==> config.mk <==
export PLATFORM = sky130hd
export DESIGN_NAME = crsf_rc_frame_parser
export DESIGN_NICKNAME = d
export VERILOG_FILES = /design/src/design/crsf_pkg.sv /design/src/design/crsf_datapath.sv /design/src/design/crsf_controller.sv /design/src/design/crsf_rc_frame_parser.sv
export SDC_FILE = /design/constraint.sdc
export NUM_CORES = 1
export LEC_CHECK = 0
export BUFFER_PORTS_ARGS = -buffer_cell sky130_fd_sc_hd__buf_2
export CAP_MARGIN = 20
export CORE_MARGIN = 3
export CORE_UTILIZATION = 24
export CTS_CLUSTER_DIAMETER = 80
export DETAILED_ROUTE_END_ITERATION = 12
export GPL_ROUTABILITY_DRIVEN = 0
export HOLD_SLACK_MARGIN = 0.12
export PLACE_DENSITY = 0.42
export SYNTH_ARGS = -nofsm -noshare
export SYNTH_HDL_FRONTEND = slang
export SYNTH_SLANG_ARGS = --single-unit
export TNS_END_PERCENT = 30
==> constraint.sdc <==
create_clock -name clk_i -period 9.2 [get_ports clk_i]
set_input_delay 2.76 -clock clk_i [delete_from_list [all_inputs] [get_ports clk_i]]
set_output_delay 2.76 -clock clk_i [all_outputs]
set_load 0.05 [all_outputs]
==> src/design/crsf_pkg.sv <==
// Shared types, constants and the CRC-8 update function of the CRSF RC frame parser.
package crsf_pkg;

  localparam int DefMaxFrameBytes = 64;
  localparam int PayloadBytes     = 22;
  localparam int NumChannels      = 16;
  localparam int ChBits           = 11;
  localparam int MinLen           = 2;
  localparam int PtrW             = $clog2(PayloadBytes);
  localparam int AccW             = ChBits + 8;

  localparam logic [7:0] DEV_ADDR_RESET = 8'hC8;
  localparam logic [7:0] CRC_POLY       = 8'hD5;
  localparam logic [7:0] RC_TYPE        = 8'h16;

  localparam logic [1:0] KIND_CHANNEL = 2'd0;
  localparam logic [1:0] KIND_GOOD    = 2'd1;
  localparam logic [1:0] KIND_CRC_ERR = 2'd2;
  localparam logic [1:0] KIND_BAD_LEN = 2'd3;

  typedef struct packed {
    logic       take_len;
    logic       take_body;
    logic       start_unpack;
    logic       rd_issue;
    logic       rd_load;
    logic       out_load;
    logic [1:0] out_kind;
  } cmd_t;

  typedef struct packed {
    logic addr_match;
    logic len_bad;
    logic body_more;
    logic crc_ok;
    logic rc_frame;
    logic nbits_ge_ch;
    logic last_ch;
    logic out_free;
  } sts_t;

  function automatic logic [7:0] crc8_update(logic [7:0] crc, logic [7:0] b);
    logic [7:0] c;
    c = crc ^ b;
    for (int i = 0; i < 8; i++) begin
      if (c[7]) begin
        c = {c[6:0], 1'b0} ^ CRC_POLY;
      end else begin
        c = {c[6:0], 1'b0};
      end
    end
    return c;
  endfunction

endpackage

==> src/design/crsf_datapath.sv <==
// Datapath of the CRSF parser: frame registers, CRC, payload memory, channel unpacker, output.
module crsf_datapath
  import crsf_pkg::*;
#(
  parameter int MAX_FRAME_BYTES = DefMaxFrameBytes
) (
  input  logic        clk_i,
  input  logic        rst_ni,
  input  logic        cfg_we_i,
  input  logic [7:0]  cfg_wdata_i,
  input  logic [7:0]  rx_byte_i,
  input  cmd_t        cmd_i,
  output sts_t        sts_o,
  input  logic        out_ready_i,
  output logic        out_valid_o,
  output logic [1:0]  out_kind_o,
  output logic [3:0]  out_index_o,
  output logic [10:0] out_ticks_o,
  output logic [7:0]  out_type_o,
  output logic        out_last_o
);

  logic [7:0]      dev_addr_q;
  logic [5:0]      cnt_q;
  logic [5:0]      len_q;
  logic [7:0]      crc_q;
  logic [7:0]      type_q;
  logic [7:0]      mem [PayloadBytes];
  logic [7:0]      rd_data_q;
  logic [PtrW-1:0] ptr_q;
  logic [AccW-1:0] acc_q;
  logic [4:0]      nbits_q;
  logic [3:0]      ch_q;
  logic            out_valid_q;
  logic [1:0]      out_kind_q;
  logic [3:0]      out_index_q;
  logic [10:0]     out_ticks_q;
  logic [7:0]      out_type_q;
  logic            out_last_q;

  logic            emit_ch;
  logic            wr_en;
  logic [PtrW-1:0] wr_addr;

  assign emit_ch = cmd_i.out_load && (cmd_i.out_kind == KIND_CHANNEL);
  assign wr_en   = cmd_i.take_body && (cnt_q != 6'd0) && (cnt_q <= 6'(PayloadBytes));
  assign wr_addr = PtrW'(cnt_q - 6'd1);

  always_comb begin
    sts_o.addr_match  = (rx_byte_i == dev_addr_q);
    sts_o.len_bad     = (rx_byte_i < 8'(MinLen)) ||
                        (({1'b0, rx_byte_i} + 9'd2) > 9'(MAX_FRAME_BYTES));
    sts_o.body_more   = (({1'b0, cnt_q} + 7'd1) < {1'b0, len_q});
    sts_o.crc_ok      = (crc_q == rx_byte_i);
    sts_o.rc_frame    = (type_q == RC_TYPE) && (len_q >= 6'(PayloadBytes + 2));
    sts_o.nbits_ge_ch = (nbits_q >= 5'(ChBits));
    sts_o.last_ch     = (ch_q == 4'(NumChannels - 1));
    sts_o.out_free    = !out_valid_q || out_ready_i;
  end

  always_ff @(posedge clk_i or negedge rst_ni) begin
    if (!rst_ni) begin
      dev_addr_q <= DEV_ADDR_RESET;
    end else if (cfg_we_i) begin
      dev_addr_q <= cfg_wdata_i;
    end
  end

  always_ff @(posedge clk_i or negedge rst_ni) begin
    if (!rst_ni) begin
      cnt_q  <= '0;
      len_q  <= '0;
      crc_q  <= '0;
      type_q <= '0;
    end else if (cmd_i.take_len) begin
      len_q <= rx_byte_i[5:0];
      cnt_q <= '0;
      crc_q <= '0;
    end else if (cmd_i.take_body) begin
      crc_q <= crc8_update(crc_q, rx_byte_i);
      cnt_q <= cnt_q + 6'd1;
      if (cnt_q == 6'd0) begin
        type_q <= rx_byte_i;
      end
    end
  end

  always_ff @(posedge clk_i) begin
    if (wr_en) begin
      mem[wr_addr] <= rx_byte_i;
    end
    if (cmd_i.rd_issue) begin
      rd_data_q <= mem[ptr_q];
    end
  end

  always_ff @(posedge clk_i or negedge rst_ni) begin
    if (!rst_ni) begin
      ptr_q   <= '0;
      acc_q   <= '0;
      nbits_q <= '0;
      ch_q    <= '0;
    end else if (cmd_i.start_unpack) begin
      ptr_q   <= '0;
      acc_q   <= '0;
      nbits_q <= '0;
      ch_q    <= '0;
    end else begin
      if (cmd_i.rd_issue) begin
        ptr_q <= ptr_q + PtrW'(1);
      end
      if (cmd_i.rd_load) begin
        acc_q   <= acc_q | (AccW'(rd_data_q) << nbits_q);
        nbits_q <= nbits_q + 5'd8;
      end else if (emit_ch) begin
        acc_q   <= acc_q >> ChBits;
        nbits_q <= nbits_q - 5'(ChBits);
        ch_q    <= ch_q + 4'd1;
      end
    end
  end

  always_ff @(posedge clk_i or negedge rst_ni) begin
    if (!rst_ni) begin
      out_valid_q <= 1'b0;
    end else if (cmd_i.out_load) begin
      out_valid_q <= 1'b1;
    end else if (out_ready_i) begin
      out_valid_q <= 1'b0;
    end
  end

  always_ff @(posedge clk_i) begin
    if (cmd_i.out_load) begin
      out_kind_q <= cmd_i.out_kind;
      if (emit_ch) begin
        out_index_q <= ch_q;
        out_ticks_q <= acc_q[ChBits-1:0];
        out_type_q  <= type_q;
        out_last_q  <= sts_o.last_ch;
      end else begin
        out_index_q <= '0;
        out_ticks_q <= '0;
        out_type_q  <= (cmd_i.out_kind == KIND_BAD_LEN) ? 8'd0 : type_q;
        out_last_q  <= 1'b1;
      end
    end
  end

  assign out_valid_o = out_valid_q;
  assign out_kind_o  = out_kind_q;
  assign out_index_o = out_index_q;
  assign out_ticks_o = out_ticks_q;
  assign out_type_o  = out_type_q;
  assign out_last_o  = out_last_q;

endmodule

==> src/design/crsf_controller.sv <==
// Controller of the CRSF parser: frame phases and the channel unpack sequence.
module crsf_controller
  import crsf_pkg::*;
(
  input  logic clk_i,
  input  logic rst_ni,
  input  logic in_valid_i,
  output logic in_ready_o,
  input  sts_t sts_i,
  output cmd_t cmd_o
);

  localparam logic [2:0] ST_HUNT = 3'd0;
  localparam logic [2:0] ST_LEN  = 3'd1;
  localparam logic [2:0] ST_BODY = 3'd2;
  localparam logic [2:0] ST_RD   = 3'd3;
  localparam logic [2:0] ST_LD   = 3'd4;
  localparam logic [2:0] ST_OUT  = 3'd5;

  logic [2:0] state_q;
  logic [2:0] state_d;
  logic       fire;

  always_comb begin
    unique case (state_q) inside
      ST_HUNT:         in_ready_o = 1'b1;
      ST_LEN, ST_BODY: in_ready_o = sts_i.out_free;
      default:         in_ready_o = 1'b0;
    endcase
  end

  assign fire = in_valid_i && in_ready_o;

  always_comb begin
    state_d = state_q;
    cmd_o   = '0;
    unique case (state_q)
      ST_HUNT: begin
        if (fire) begin
          state_d = sts_i.addr_match ? ST_LEN : ST_HUNT;
        end
      end
      ST_LEN: begin
        if (fire) begin
          if (sts_i.len_bad) begin
            cmd_o.out_load = 1'b1;
            cmd_o.out_kind = KIND_BAD_LEN;
            state_d        = sts_i.addr_match ? ST_LEN : ST_HUNT;
          end else begin
            cmd_o.take_len = 1'b1;
            state_d        = ST_BODY;
          end
        end
      end
      ST_BODY: begin
        if (fire) begin
          if (sts_i.body_more) begin
            cmd_o.take_body = 1'b1;
          end else if (!sts_i.crc_ok) begin
            cmd_o.out_load = 1'b1;
            cmd_o.out_kind = KIND_CRC_ERR;
            state_d        = ST_HUNT;
          end else if (sts_i.rc_frame) begin
            cmd_o.start_unpack = 1'b1;
            state_d            = ST_RD;
          end else begin
            cmd_o.out_load = 1'b1;
            cmd_o.out_kind = KIND_GOOD;
            state_d        = ST_HUNT;
          end
        end
      end
      ST_RD: begin
        cmd_o.rd_issue = 1'b1;
        state_d        = ST_LD;
      end
      ST_LD: begin
        cmd_o.rd_load = 1'b1;
        state_d       = ST_OUT;
      end
      ST_OUT: begin
        if (!sts_i.nbits_ge_ch) begin
          state_d = ST_RD;
        end else if (sts_i.out_free) begin
          cmd_o.out_load = 1'b1;
          cmd_o.out_kind = KIND_CHANNEL;
          if (sts_i.last_ch) begin
            state_d = ST_HUNT;
          end
        end
      end
      default: begin
        state_d = ST_HUNT;
      end
    endcase
  end

  always_ff @(posedge clk_i or negedge rst_ni) begin
    if (!rst_ni) begin
      state_q <= ST_HUNT;
    end else begin
      state_q <= state_d;
    end
  end

endmodule

==> src/design/crsf_rc_frame_parser.sv <==
// Top level of the CRSF RC frame parser: controller plus datapath.
//
// Slave stream: one received serial byte per word on s_axis_tdata[7:0].
// Master stream: one result per word; tuser carries the result kind
// (channel value, other good frame, CRC error, bad length) and tlast marks
// the final result caused by one input byte.
// cfg_we_i/cfg_wdata_i write the device address that starts a frame.
// An input byte is taken whenever s_axis_tready is high. A byte that causes a single
// result loads the output register at the same edge at which it is taken.
// A good RC channels frame reads its 22 stored payload bytes through the
// single memory read port, issuing each read, then loading the byte into
// the accumulator, then shifting out 11-bit values while enough bits are held,
// sixteen channel words in all; no byte is taken meanwhile.
// A stalled receiver holds the output word; past the address byte no byte
// is taken until the output register is free, address hunting goes on.
// Reset returns to address hunting, empties the output register and sets
// the device address to 0xC8; the payload memory is not cleared.
module crsf_rc_frame_parser
  import crsf_pkg::*;
#(
  parameter int MAX_FRAME_BYTES = DefMaxFrameBytes
) (
  input  logic        clk_i,
  input  logic        rst_ni,
  input  logic        cfg_we_i,
  input  logic [7:0]  cfg_wdata_i,
  input  logic        s_axis_tvalid,
  output logic        s_axis_tready,
  input  logic [7:0]  s_axis_tdata,   // [7:0] rx_byte
  output logic        m_axis_tvalid,
  input  logic        m_axis_tready,
  output logic [23:0] m_axis_tdata,   // [3:0] channel_index, [14:4] channel_ticks,
                                      // [22:15] frame_type, [23] zero
  output logic [1:0]  m_axis_tuser,   // [1:0] kind
  output logic        m_axis_tlast    // last_of_run
);

  cmd_t        cmd;
  sts_t        sts;
  logic [3:0]  out_index;
  logic [10:0] out_ticks;
  logic [7:0]  out_type;

  crsf_controller u_ctrl (
    .clk_i      (clk_i),
    .rst_ni     (rst_ni),
    .in_valid_i (s_axis_tvalid),
    .in_ready_o (s_axis_tready),
    .sts_i      (sts),
    .cmd_o      (cmd)
  );

  crsf_datapath #(
    .MAX_FRAME_BYTES (MAX_FRAME_BYTES)
  ) u_dp (
    .clk_i       (clk_i),
    .rst_ni      (rst_ni),
    .cfg_we_i    (cfg_we_i),
    .cfg_wdata_i (cfg_wdata_i),
    .rx_byte_i   (s_axis_tdata),
    .cmd_i       (cmd),
    .sts_o       (sts),
    .out_ready_i (m_axis_tready),
    .out_valid_o (m_axis_tvalid),
    .out_kind_o  (m_axis_tuser),
    .out_index_o (out_index),
    .out_ticks_o (out_ticks),
    .out_type_o  (out_type),
    .out_last_o  (m_axis_tlast)
  );

  assign m_axis_tdata = {1'b0, out_type, out_ticks, out_index};

endmodule
==> metrics.md, run 1 <==
| Metric | Value |
|---|---|
| Top cells by area, synth | `edfxtp_1 50%, dfrtp_1 14%, mux4_2 8.9%` |
| Post-CTS sizing | `0` |
| Reg2Reg Capture Point | `u_dp.mem[11][3]` |
| Hpwl dp | `19400 µm` |
| Slowest cell on crit path | `nor2b_1` |
| Delay-heaviest family, CP | `simple AND/OR/NAND/NOR gates` |
| Clock tree buffer depth | `3` |
| Most frequent cells in the layout | `210 x edfxtp_1, 68 x dfrtp_1, 56 x nand2_1` |
| Global-route usage over all layers | `11.1%` |
| EDFF count, synth | `210` |
| Pre-CTS WS | `2780 ps` |
| Flop-to-flop setup slack | `4340 ps` |
| Wire per inst | `19.0 µm` |
| Relative slew slack | `45.5%` |
| Number of synthesized register bits | `283` |
| Crit path depth | `6` |
| DRT antenna net count | `0` |
| Worst Setup SP | `m_axis_tready` |
| FF-to-FF Start | `u_dp.cnt_q[0]` |
| Worst path max stage delay | `270 ps` |
| Fin crit period | `6420 ps` |
| # diodes | `0` |
| Worst Path Class, Setup | `primary input to output pin` |
| Post-synthesis async set-or-reset flop share | `25.8%` |
| Hold path startpoint | `u_dp.acc_q[8]` |
| Die ar. | `0.0556 mm²` |
| # nets final | `946` |
| DIE WIDTH | `236 µm` |
| CP Max Fanout | `4` |
| Seq/Total Area, Yosys | `64.2%` |
| Overflow after GRT | `0` |
| Avg Inst Size Synth | `14.6 µm²` |
| Tightest Hold Check Type | `register to register` |
| Wirelength, routed | `30600 µm` |
| Crit-path cells | `buf_2, nor2b_1, a21oi_1, a21oi_1, nor2_1, buf_2` |
| Vias in the first global route | `7538` |
| Post-Synth Adder-Cell Area | `1.58%` |
| Via count | `7283` |
| Synth Area in Simple Gates | `9.65%` |
| Tcrit/Tclk final | `69.8%` |
| Initial Utilization | `24.5%` |
| Buf/Inv on CP | `2` |
| Critical Path End Type | `output pin` |
| Post-Synth XOR/XNOR Area | `3.09%` |
| Final Max Tran Viols | `0` |
| Die Ht | `236 µm` |
| CTS Root Cell | `clkbuf_16` |
| CTS Hold Bufs | `0` |
| Post-synth cell types | `69` |
| Hold Vio Cnt, Final | `0` |
| Fin Setup TNS | `0 ps` |
| Pint | `2.87 mW` |
| Clock power share | `27.8%` |
| Setup WS post-layout | `2780 ps` |
| Net Sw Frac | `35.2%` |
| Core area | `0.0518 mm²` |
| Setup crit end | `s_axis_tready` |
| DRC errors left | `0` |
| Syn nets | `907` |
| NetSw | `1.55 mW` |
| TritonCTS Buffers | `34` |
| YS warnings | `0` |
| Clk_lat worst skew | `520 ps` |
| TritonRoute pass-1 iters | `6` |
| Sequential group share of total power | `40.4%` |
| Status | `finished, final reports clean` |
| Clock transition at path regs | `50 ps` |
| Clock Sinks | `283` |
| Slew of the pin with the lowest slew margin | `817 ps` |
| Placement Rows | `83` |
| Synth-to-Final Area Change | `15.5%` |
| Largest family of logic cells by synthesized area | `multiplexers` |
| Vias per cell | `4.51` |
| Gate count after technology mapping | `870` |
| Post-synth top area cell | `edfxtp_1` |
| First-pass GRT wire length | `48000 µm` |
| Peak supply drop | `0.123 mV` |
| Worst reg2reg path depth | `9` |
| Element type at the critical path start | `primary input` |
| Setup bufs post-CTS | `0` |
| Layout cells sized above 1 | `20.2%` |
| Antenna violations before repair | `1` |
| H-tree depth | `2` |
| Largest net degree at the start of global routing | `49` |
| Power per cell area | `302 mW/mm²` |
| I/O pin count | `50` |
| Max Fclk | `156 MHz` |
| Area fraction in compound gates after synthesis | `6.52%` |
| # setup viols final | `0` |
| Cell Area, Synth | `0.0127 mm²` |
| WHS Path Cells | `2` |
| Mux contribution to synthesized area | `12.5%` |
| Critical Path RT | `6440 ps` |
| Synth top area share | `49.8%` |
| Skew final | `17.5 ps` |
| Static Leakage | `5.28 nW` |
| Ys flop type | `edfxtp_1` |
| RSZ-0062 raised after global routing | `false` |
| DR iter-0 viols | `438` |
| Leading cell type in the layout, fill and taps excluded | `edfxtp_1` |
| Share of power burned in combinational logic | `31.8%` |
| Number of port buffers | `48` |
| Max-cap violations | `0` |
| CTS tree | `yes` |
| CP arrival | `3660 ps` |
==> worst min path at each step <==
| stage | endpoint | slack (ps) |
|---|---|---|
| 5_1_grt | u_dp.crc_q[4] | 530 |
| 6_report | u_dp.acc_q[8] | 500 |
| 2_1_floorplan | u_dp.acc_q[10] | 450 |
| 4_1_cts | u_dp.acc_q[8] | 500 |
| 3_5_place_dp | u_dp.acc_q[8] | 480 |
| 3_3_place_gp | u_dp.acc_q[16] | 480 |
==> power groups by stage <==
stage               Combinational, mW  Sequential (mW)  Clock, mW
finish                           1.41             1.79       1.23
global route                     1.55             1.83       1.33
CTS                              1.41             1.81       1.27
detailed placement               1.40             1.84          0
global placement                 1.39             1.83          0
floorplan                        1.07             1.75          0
==> per-layer routing <==
metal	part of all wire, %	vias to the layer above	track usage, %
met3	4.1	46	2.17
met4	2.2	0	3.21
met2	46	138	17.8
met1	47	3713	15.3
li1	-	3386	-
met5	0	-	0
==> sequential cells by signal, summed over array words and instances, names as in the netlist <==
name              cells
u_dp.out_type_o       8
u_dp.ch_q             4
u_dp.crc_q            8
u_dp.nbits_q          5
u_dp.mem            176
u_ctrl.state_q        3
u_dp.cnt_q            6
u_dp.len_q            6
u_dp.out_valid_o      1
u_dp.type_q           8
u_dp.out_index_o      4
u_dp.out_kind_o       2
u_dp.ptr_q            5
u_dp.dev_addr_q       8
u_dp.acc_q           19
u_dp.out_ticks_o     11
u_dp.rd_data_q        8
u_dp.out_last_o       1
==> synth_stat cells, types with 10 or more instances <==
| cell type | count |
|---|---|
| a21oi_1 | 25 |
| and2_1 | 10 |
| and3_1 | 41 |
| buf_2 | 12 |
| clkbuf_1 | 32 |
| dfrtp_1 | 70 |
| edfxtp_1 | 210 |
| ha_1 | 16 |
| inv_1 | 21 |
| mux2_2 | 20 |
| mux2i_1 | 23 |
| mux4_2 | 50 |
| nand2_1 | 56 |
| nand3_1 | 15 |
| nor2_1 | 48 |
| nor2b_1 | 10 |
| nor3_1 | 15 |
| o21ai_0 | 40 |
| xnor2_1 | 24 |
| xor2_1 | 18 |
==> worst reg2reg max path, stage by stage, from the launching register on <==
cell	delay, ps
dfrtp_1	540
ha_1	540
nand3_1	160
xnor2_1	270
ha_1	310
a21o_1	170
a211oi_2	480
and3_1	650
and4b_1	750
and3_1	620
==> cell families after synthesis <==
kind of cell	after synthesis
other	1
muxes	93
AOI/OAI and AO/OA	124
adders and majority gates	16
DFF	283
xor gates and xnor gates	43
and+or+nand+nor	234
buffers and inverters	76
==> area by class of cell <==
| class | instances | area, µm² |
|---|---|---|
| well taps | 680 | 851 |
| repair buffers | 57 | 330 |
| inverters | 22 | 82.6 |
| clock buffers | 47 | 920 |
| clock inverters | 14 | 85.1 |
| fillers | 5240 | 37200 |
| flip-flops and latches | 283 | 8140 |
| multi-input cells | 511 | 4230 |
==> stage by stage <==
step / std cells / utilization (%) / hold slack [ps] / area (µm²) / total power, mW
CTS: 1613 / 28.2 / 498 / 14600 / 4.49
global placement: 1552 / 26.3 / 479 / 13600 / 3.23
global route: 1614 / 28.2 / 526 / 14600 / 4.70
detailed placement: 1552 / 26.3 / 482 / 13600 / 3.23
finish: 1614 / 28.2 / 498 / 14600 / 4.42
floorplan: 870 / - / 454 / 12700 / 2.82
Note: power is estimated with default switching activity, not from simulation.
==> run 2, diff against run 1 <==
==> constraint.sdc (replaced) <==
create_clock -name clk_i -period 6.4 [get_ports clk_i]
set_input_delay 1.92 -clock clk_i [delete_from_list [all_inputs] [get_ports clk_i]]
set_output_delay 1.92 -clock clk_i [all_outputs]
set_load 0.05 [all_outputs]
==> run 2 against run 1 <==
Against the previous run:
- sequential share of layout area fell by 0.29 points
- clock-buffer cell count stayed put
- critical path depth unchanged
==> metrics.md, run 2 (synthesis gave the netlist of run 1 again) <==
| Metric | Value |
|---|---|
| Status | `finished, final reports clean` |
| Critical Path End Type | `output pin` |
| Fin Setup TNS | `0 ps` |
| RSZ-0062 raised after global routing | `false` |
| Static Leakage | `5.33 nW` |
| Die Ht | `236 µm` |
| Core area | `0.0518 mm²` |
| Largest Register | `u_dp.mem` |
| NetSw | `2.24 mW` |
| Slew of the pin with the lowest slew margin | `747 ps` |
| Post-CTS sizing | `0` |
| # nets final | `952` |
| Layout cells sized above 1 | `20.9%` |
| Slowest cell on crit path | `nor2b_1` |
| Most frequent cells in the layout | `210 x edfxtp_1, 68 x dfrtp_1, 56 x nand2_1` |
| Share of power burned in combinational logic | `31.8%` |
| I/O pin count | `50` |
| DIE WIDTH | `236 µm` |
| Number of port buffers | `48` |
| Clock transition at path regs | `60 ps` |
| Clock tree buffer depth | `3` |
| CTS Hold Bufs | `0` |
| FF+latch area | `0.00814 mm²` |
| Max-cap violations | `0` |
| Pint | `4.15 mW` |
| WHS Path Cells | `2` |
| Hpwl dp | `20000 µm` |
| Clock power share | `28.3%` |
| Power per cell area | `435 mW/mm²` |
| Placement Rows | `83` |
| Setup bufs post-CTS | `0` |
| CTS tree | `yes` |
| Wire per inst | `19.1 µm` |
| Tightest Hold Check Type | `register to register` |
| Tcrit/Tclk final | `73.9%` |
| Core Util, Final | `28.4%` |
| Clock Sinks | `283` |
| # setup viols final | `0` |
| Max reg flops | `176` |
| Multi-input gate area | `0.00423 mm²` |
| Via count | `7282` |
| Skew final | `10.3 ps` |
| TritonRoute pass-1 iters | `4` |
| Relative slew slack | `49.9%` |
| Hold Vio Cnt, Final | `0` |
| H-tree depth | `2` |
| Overflow after GRT | `0` |
| CP Max Fanout | `4` |
| Worst Path Class, Setup | `primary input to output pin` |
| Die ar. | `0.0556 mm²` |
| Wirelength, routed | `30900 µm` |
| DRC errors left | `0` |
| Leading cell type in the layout, fill and taps excluded | `edfxtp_1` |
| Max Fclk | `211 MHz` |
| Peak supply drop | `0.177 mV` |
| Critical Path RT | `4480 ps` |
| Worst path max stage delay | `250 ps` |
| Vias in the first global route | `7624` |
| Fin crit period | `4730 ps` |
| Sequential group share of total power | `39.9%` |
| DR iter-0 viols | `486` |
| Vias per cell | `4.50` |
| Initial Utilization | `24.5%` |
| Element type at the critical path start | `primary input` |
| Crit-path cells | `buf_2, nor2b_1, a21oi_1, a21oi_1, nor2_1, buf_2` |
| CP arrival | `2810 ps` |
| DRT antenna net count | `0` |
| Largest net degree at the start of global routing | `74` |
| Final Max Tran Viols | `0` |
| Clk_lat worst skew | `520 ps` |
| Tot Pwr | `6.39 mW` |
| Synth-to-Final Area Change | `16.1%` |
| First-pass GRT wire length | `48100 µm` |
| Antenna violations before repair | `1` |
| # diodes | `0` |
| Fill count | `5205` |
| Global-route usage over all layers | `11.2%` |
| CTS Root Cell | `clkbuf_16` |
| Net Sw Frac | `35.0%` |
| Worst reg2reg path depth | `10` |
| TritonCTS Buffers | `34` |
[run 2: cell types whose count changed in the layout (fill, tap and decap cells not counted), sizes merged]
cell / change
clkinv: +1
clkinvlp: -2
inv: +1
buf: +6
[run 2: power groups by stage]
stage,Clock [mW],Combinational [mW],Sequential [mW]
after global placement,0,2.07,2.59
after CTS,1.87,2.07,2.56
after floorplan,0,1.54,2.52
after global routing,1.95,2.24,2.60
after detailed placement,0,2.05,2.59
final,1.81,2.03,2.55
[run 2: metrics by stage]
stage	hold slack, ps	instance area (µm²)	cells	setup slack, ps
after detailed placement	485	13600	1558	1410
after global placement	476	13600	1558	1550
after global routing	528	14700	1620	1580
after floorplan	454	12700	870	1670
final	498	14700	1620	1670
after CTS	501	14700	1619	1670
[run 2: final cells by class]
class | count | share of cell area (%)
Clock buffer | 47 | 6.47
Clock inverter | 14 | 0.570
Inverter | 22 | 0.561
Multi-Input combinational cell | 511 | 28.7
Sequential cell | 283 | 55.3
Tap cell | 680 | 5.78
Timing Repair Buffer | 63 | 2.55
[run 2: worst max-delay path, delay by kind of cell]
family / cells / cell delay (ps)
and+or+nand+nor: 2 / 300
buffers and inverters: 2 / 330
AOI/OAI and AO/OA: 2 / 260
[run 2: routing by layer]
layer / vias to the layer above / wire (µm) / share of wire (%) / GRT usage, %
met5: - / 0 / 0 / 0
met2: 136 / 14600 / 47 / 18.3
li1: 3408 / - / - / -
met4: 0 / 621 / 2.0 / 3.04
met3: 40 / 1090 / 3.5 / 2.05
met1: 3698 / 14600 / 47 / 15.3
[run 2: worst paths after layout]
kind | startpoint | to | slack [ps]
max | m_axis_tready | s_axis_tready | 1670
min | u_dp.acc_q[16] | u_dp.acc_q[16] | 500
max reg2reg | u_dp.cnt_q[0] | u_dp.mem[21][3] | 1990
min reg2reg | u_dp.acc_q[16] | u_dp.acc_q[16] | 500
max in group asynchronous | rst_ni | u_dp.ptr_q[0] | 4560
min in group asynchronous | rst_ni | u_dp.dev_addr_q[2] | 1240
==> run 3, diff against run 2 <==
==> constraint.sdc (replaced) <==
create_clock -name clk_i -period 4.4 [get_ports clk_i]
set_input_delay 1.32 -clock clk_i [delete_from_list [all_inputs] [get_ports clk_i]]
set_output_delay 1.32 -clock clk_i [all_outputs]
set_load 0.05 [all_outputs]
==> run 3 against run 2 <==
Against the previous run:
- flip-flop and latch count did not move
- critical path depth rose by 4
- clock power rose by 48%
- setup slack got worse by 860 ps
- register-to-register slack got worse by 1200 ps
- clock-buffer cell count fell by 4
- critical path type is now register to register
- largest power group unchanged
- highest routed layer unchanged
==> metrics.md, run 3 (synthesis gave the netlist of run 1 again) <==
| Metric | Value |
|---|---|
| Status | `finished, final reports clean` |
| Hpwl dp | `21800 µm` |
| Clk_lat worst skew | `570 ps` |
| Global-route usage over all layers | `11.5%` |
| CTS Hold Bufs | `0` |
| Worst Path Class, Setup | `register to register` |
| Overflow after GRT | `0` |
| Die Ht | `236 µm` |
| Critical Path End Type | `register` |
| Reg2Reg Capture Point | `u_dp.mem[7][5]` |
| Core area | `0.0518 mm²` |
| DIE WIDTH | `236 µm` |
| Die ar. | `0.0556 mm²` |
| Critical Path RT | `4600 ps` |
| FF-to-FF Start | `u_dp.cnt_q[0]` |
| Fill count | `5233` |
| Flop-to-flop setup slack | `810 ps` |
| Max-cap violations | `0` |
| Layout cells sized above 1 | `22.2%` |
| Peak supply drop | `0.265 mV` |
| DR iter-0 viols | `646` |
| Worst reg2reg path depth | `10` |
| Vias in the first global route | `7567` |
| Final Max Tran Viols | `0` |
| Setup bufs post-CTS | `0` |
| Max reg flops | `176` |
| # setup viols final | `0` |
| Fin crit period | `3590 ps` |
| Skew final | `8.87 ps` |
| CP arrival | `3790 ps` |
| Fin Setup TNS | `0 ps` |
| Net Sw Frac | `34.5%` |
| Clock Sinks | `283` |
| First-pass GRT wire length | `49400 µm` |
| TritonRoute pass-1 iters | `5` |
| Initial Utilization | `24.5%` |
| Setup crit end | `u_dp.mem[7][5]` |
| Post-DP Area | `0.0138 mm²` |
| Clock tree buffer depth | `3` |
| Sequential group share of total power | `39.9%` |
| CTS tree | `yes` |
| RSZ-0062 raised after global routing | `false` |
| Tightest Hold Check Type | `register to register` |
| Share of power burned in combinational logic | `31.9%` |
| Pint | `6.19 mW` |
| Placement Rows | `83` |
| Vias per cell | `4.56` |
| Number of port buffers | `48` |
| Tot Pwr | `9.45 mW` |
| DRC errors left | `0` |
| Leading cell type in the layout, fill and taps excluded | `edfxtp_1` |
| # nets final | `962` |
| I/O pin count | `50` |
| Power per cell area | `636 mW/mm²` |
| Relative slew slack | `27.6%` |
| Wire per inst | `19.7 µm` |
| Post-Layout Inst Area | `0.0149 mm²` |
| Worst Setup SP | `u_dp.cnt_q[0]` |
| Wirelength, routed | `32100 µm` |
| Largest net degree at the start of global routing | `74` |
| Element type at the critical path start | `register` |
| Hold Vio Cnt, Final | `0` |
| Slew of the pin with the lowest slew margin | `1090 ps` |
| Post-CTS sizing | `0` |
| NetSw | `3.26 mW` |
| CP Max Fanout | `22` |
| Tcrit/Tclk final | `81.5%` |
| Max Fclk | `279 MHz` |
| Antenna violations before repair | `3` |
| Clock transition at path regs | `60 ps` |
| Clock power share | `28.2%` |
| Static Leakage | `5.41 nW` |
| Synth-to-Final Area Change | `17.3%` |
| Largest Register | `u_dp.mem` |
| TritonCTS Buffers | `31` |
| # diodes | `0` |
| DRT antenna net count | `0` |
| Most frequent cells in the layout | `210 x edfxtp_1, 68 x dfrtp_1, 56 x nand2_1` |
| H-tree depth | `1` |
| CTS Root Cell | `clkbuf_16` |
| Via count | `7415` |
run 3: critical path: stages (launching register included):
cell and delay, ps:
dfrtp_1 540, inv_1 140, ha_1 350, ha_1 280, a21boi_0 120, o21a_1 220, o2111ai_2 340, and3_1 280
and4b_1 210, buf_4 230, and3_1 500
run 3: metal layers:
metal / vias up / track usage (%) / routed length [µm]
li1: 3423 / - / -
met1: 3796 / 16.7 / 15600
met2: 147 / 17.9 / 14600
met3: 49 / 1.95 / 1280
met4: 0 / 2.49 / 659
met5: - / 0 / 0
run 3: worst min-delay path by stage:
stage,startpoint,to,cells past startpoint
after CTS,u_dp.acc_q[16],u_dp.acc_q[16],2
after global routing,u_dp.acc_q[8],u_dp.acc_q[8],2
after global placement,u_dp.acc_q[18],u_dp.acc_q[18],2
after floorplan,u_dp.acc_q[10],u_dp.acc_q[10],2
final,u_dp.acc_q[16],u_dp.acc_q[16],2
after detailed placement,u_dp.acc_q[16],u_dp.acc_q[16],2
run 3: cell type report:
| type | count | area (µm²) | area share, % |
|---|---|---|---|
| clock buffer | 43 | 881 | 5.93 |
| clock inverter | 12 | 161 | 1.09 |
| inverter | 22 | 82.6 | 0.556 |
| multi-input combinational | 511 | 4230 | 28.4 |
| sequential | 283 | 8140 | 54.8 |
| tap | 680 | 851 | 5.73 |
| timing repair buffer | 76 | 518 | 3.49 |
run 3: metrics by stage:
stage	hold WS, ps	util, %	cells	setup slack [ps]
floorplan	454	-	870	410
global placement	481	26.5	1569	439
detailed placement	486	26.6	1570	377
CTS	501	28.6	1625	745
global route	514	28.7	1627	573
finish	500	28.7	1627	812
run 3: power groups by stage:
stage | Sequential [mW] | Combinational (mW) | Clock, mW
detailed placement | 3.93 | 2.93 | 0
CTS | 3.88 | 2.95 | 2.75
global route | 3.85 | 3.32 | 2.85
global placement | 3.99 | 2.86 | 0
finish | 3.77 | 3.01 | 2.67
floorplan | 3.66 | 2.24 | 0
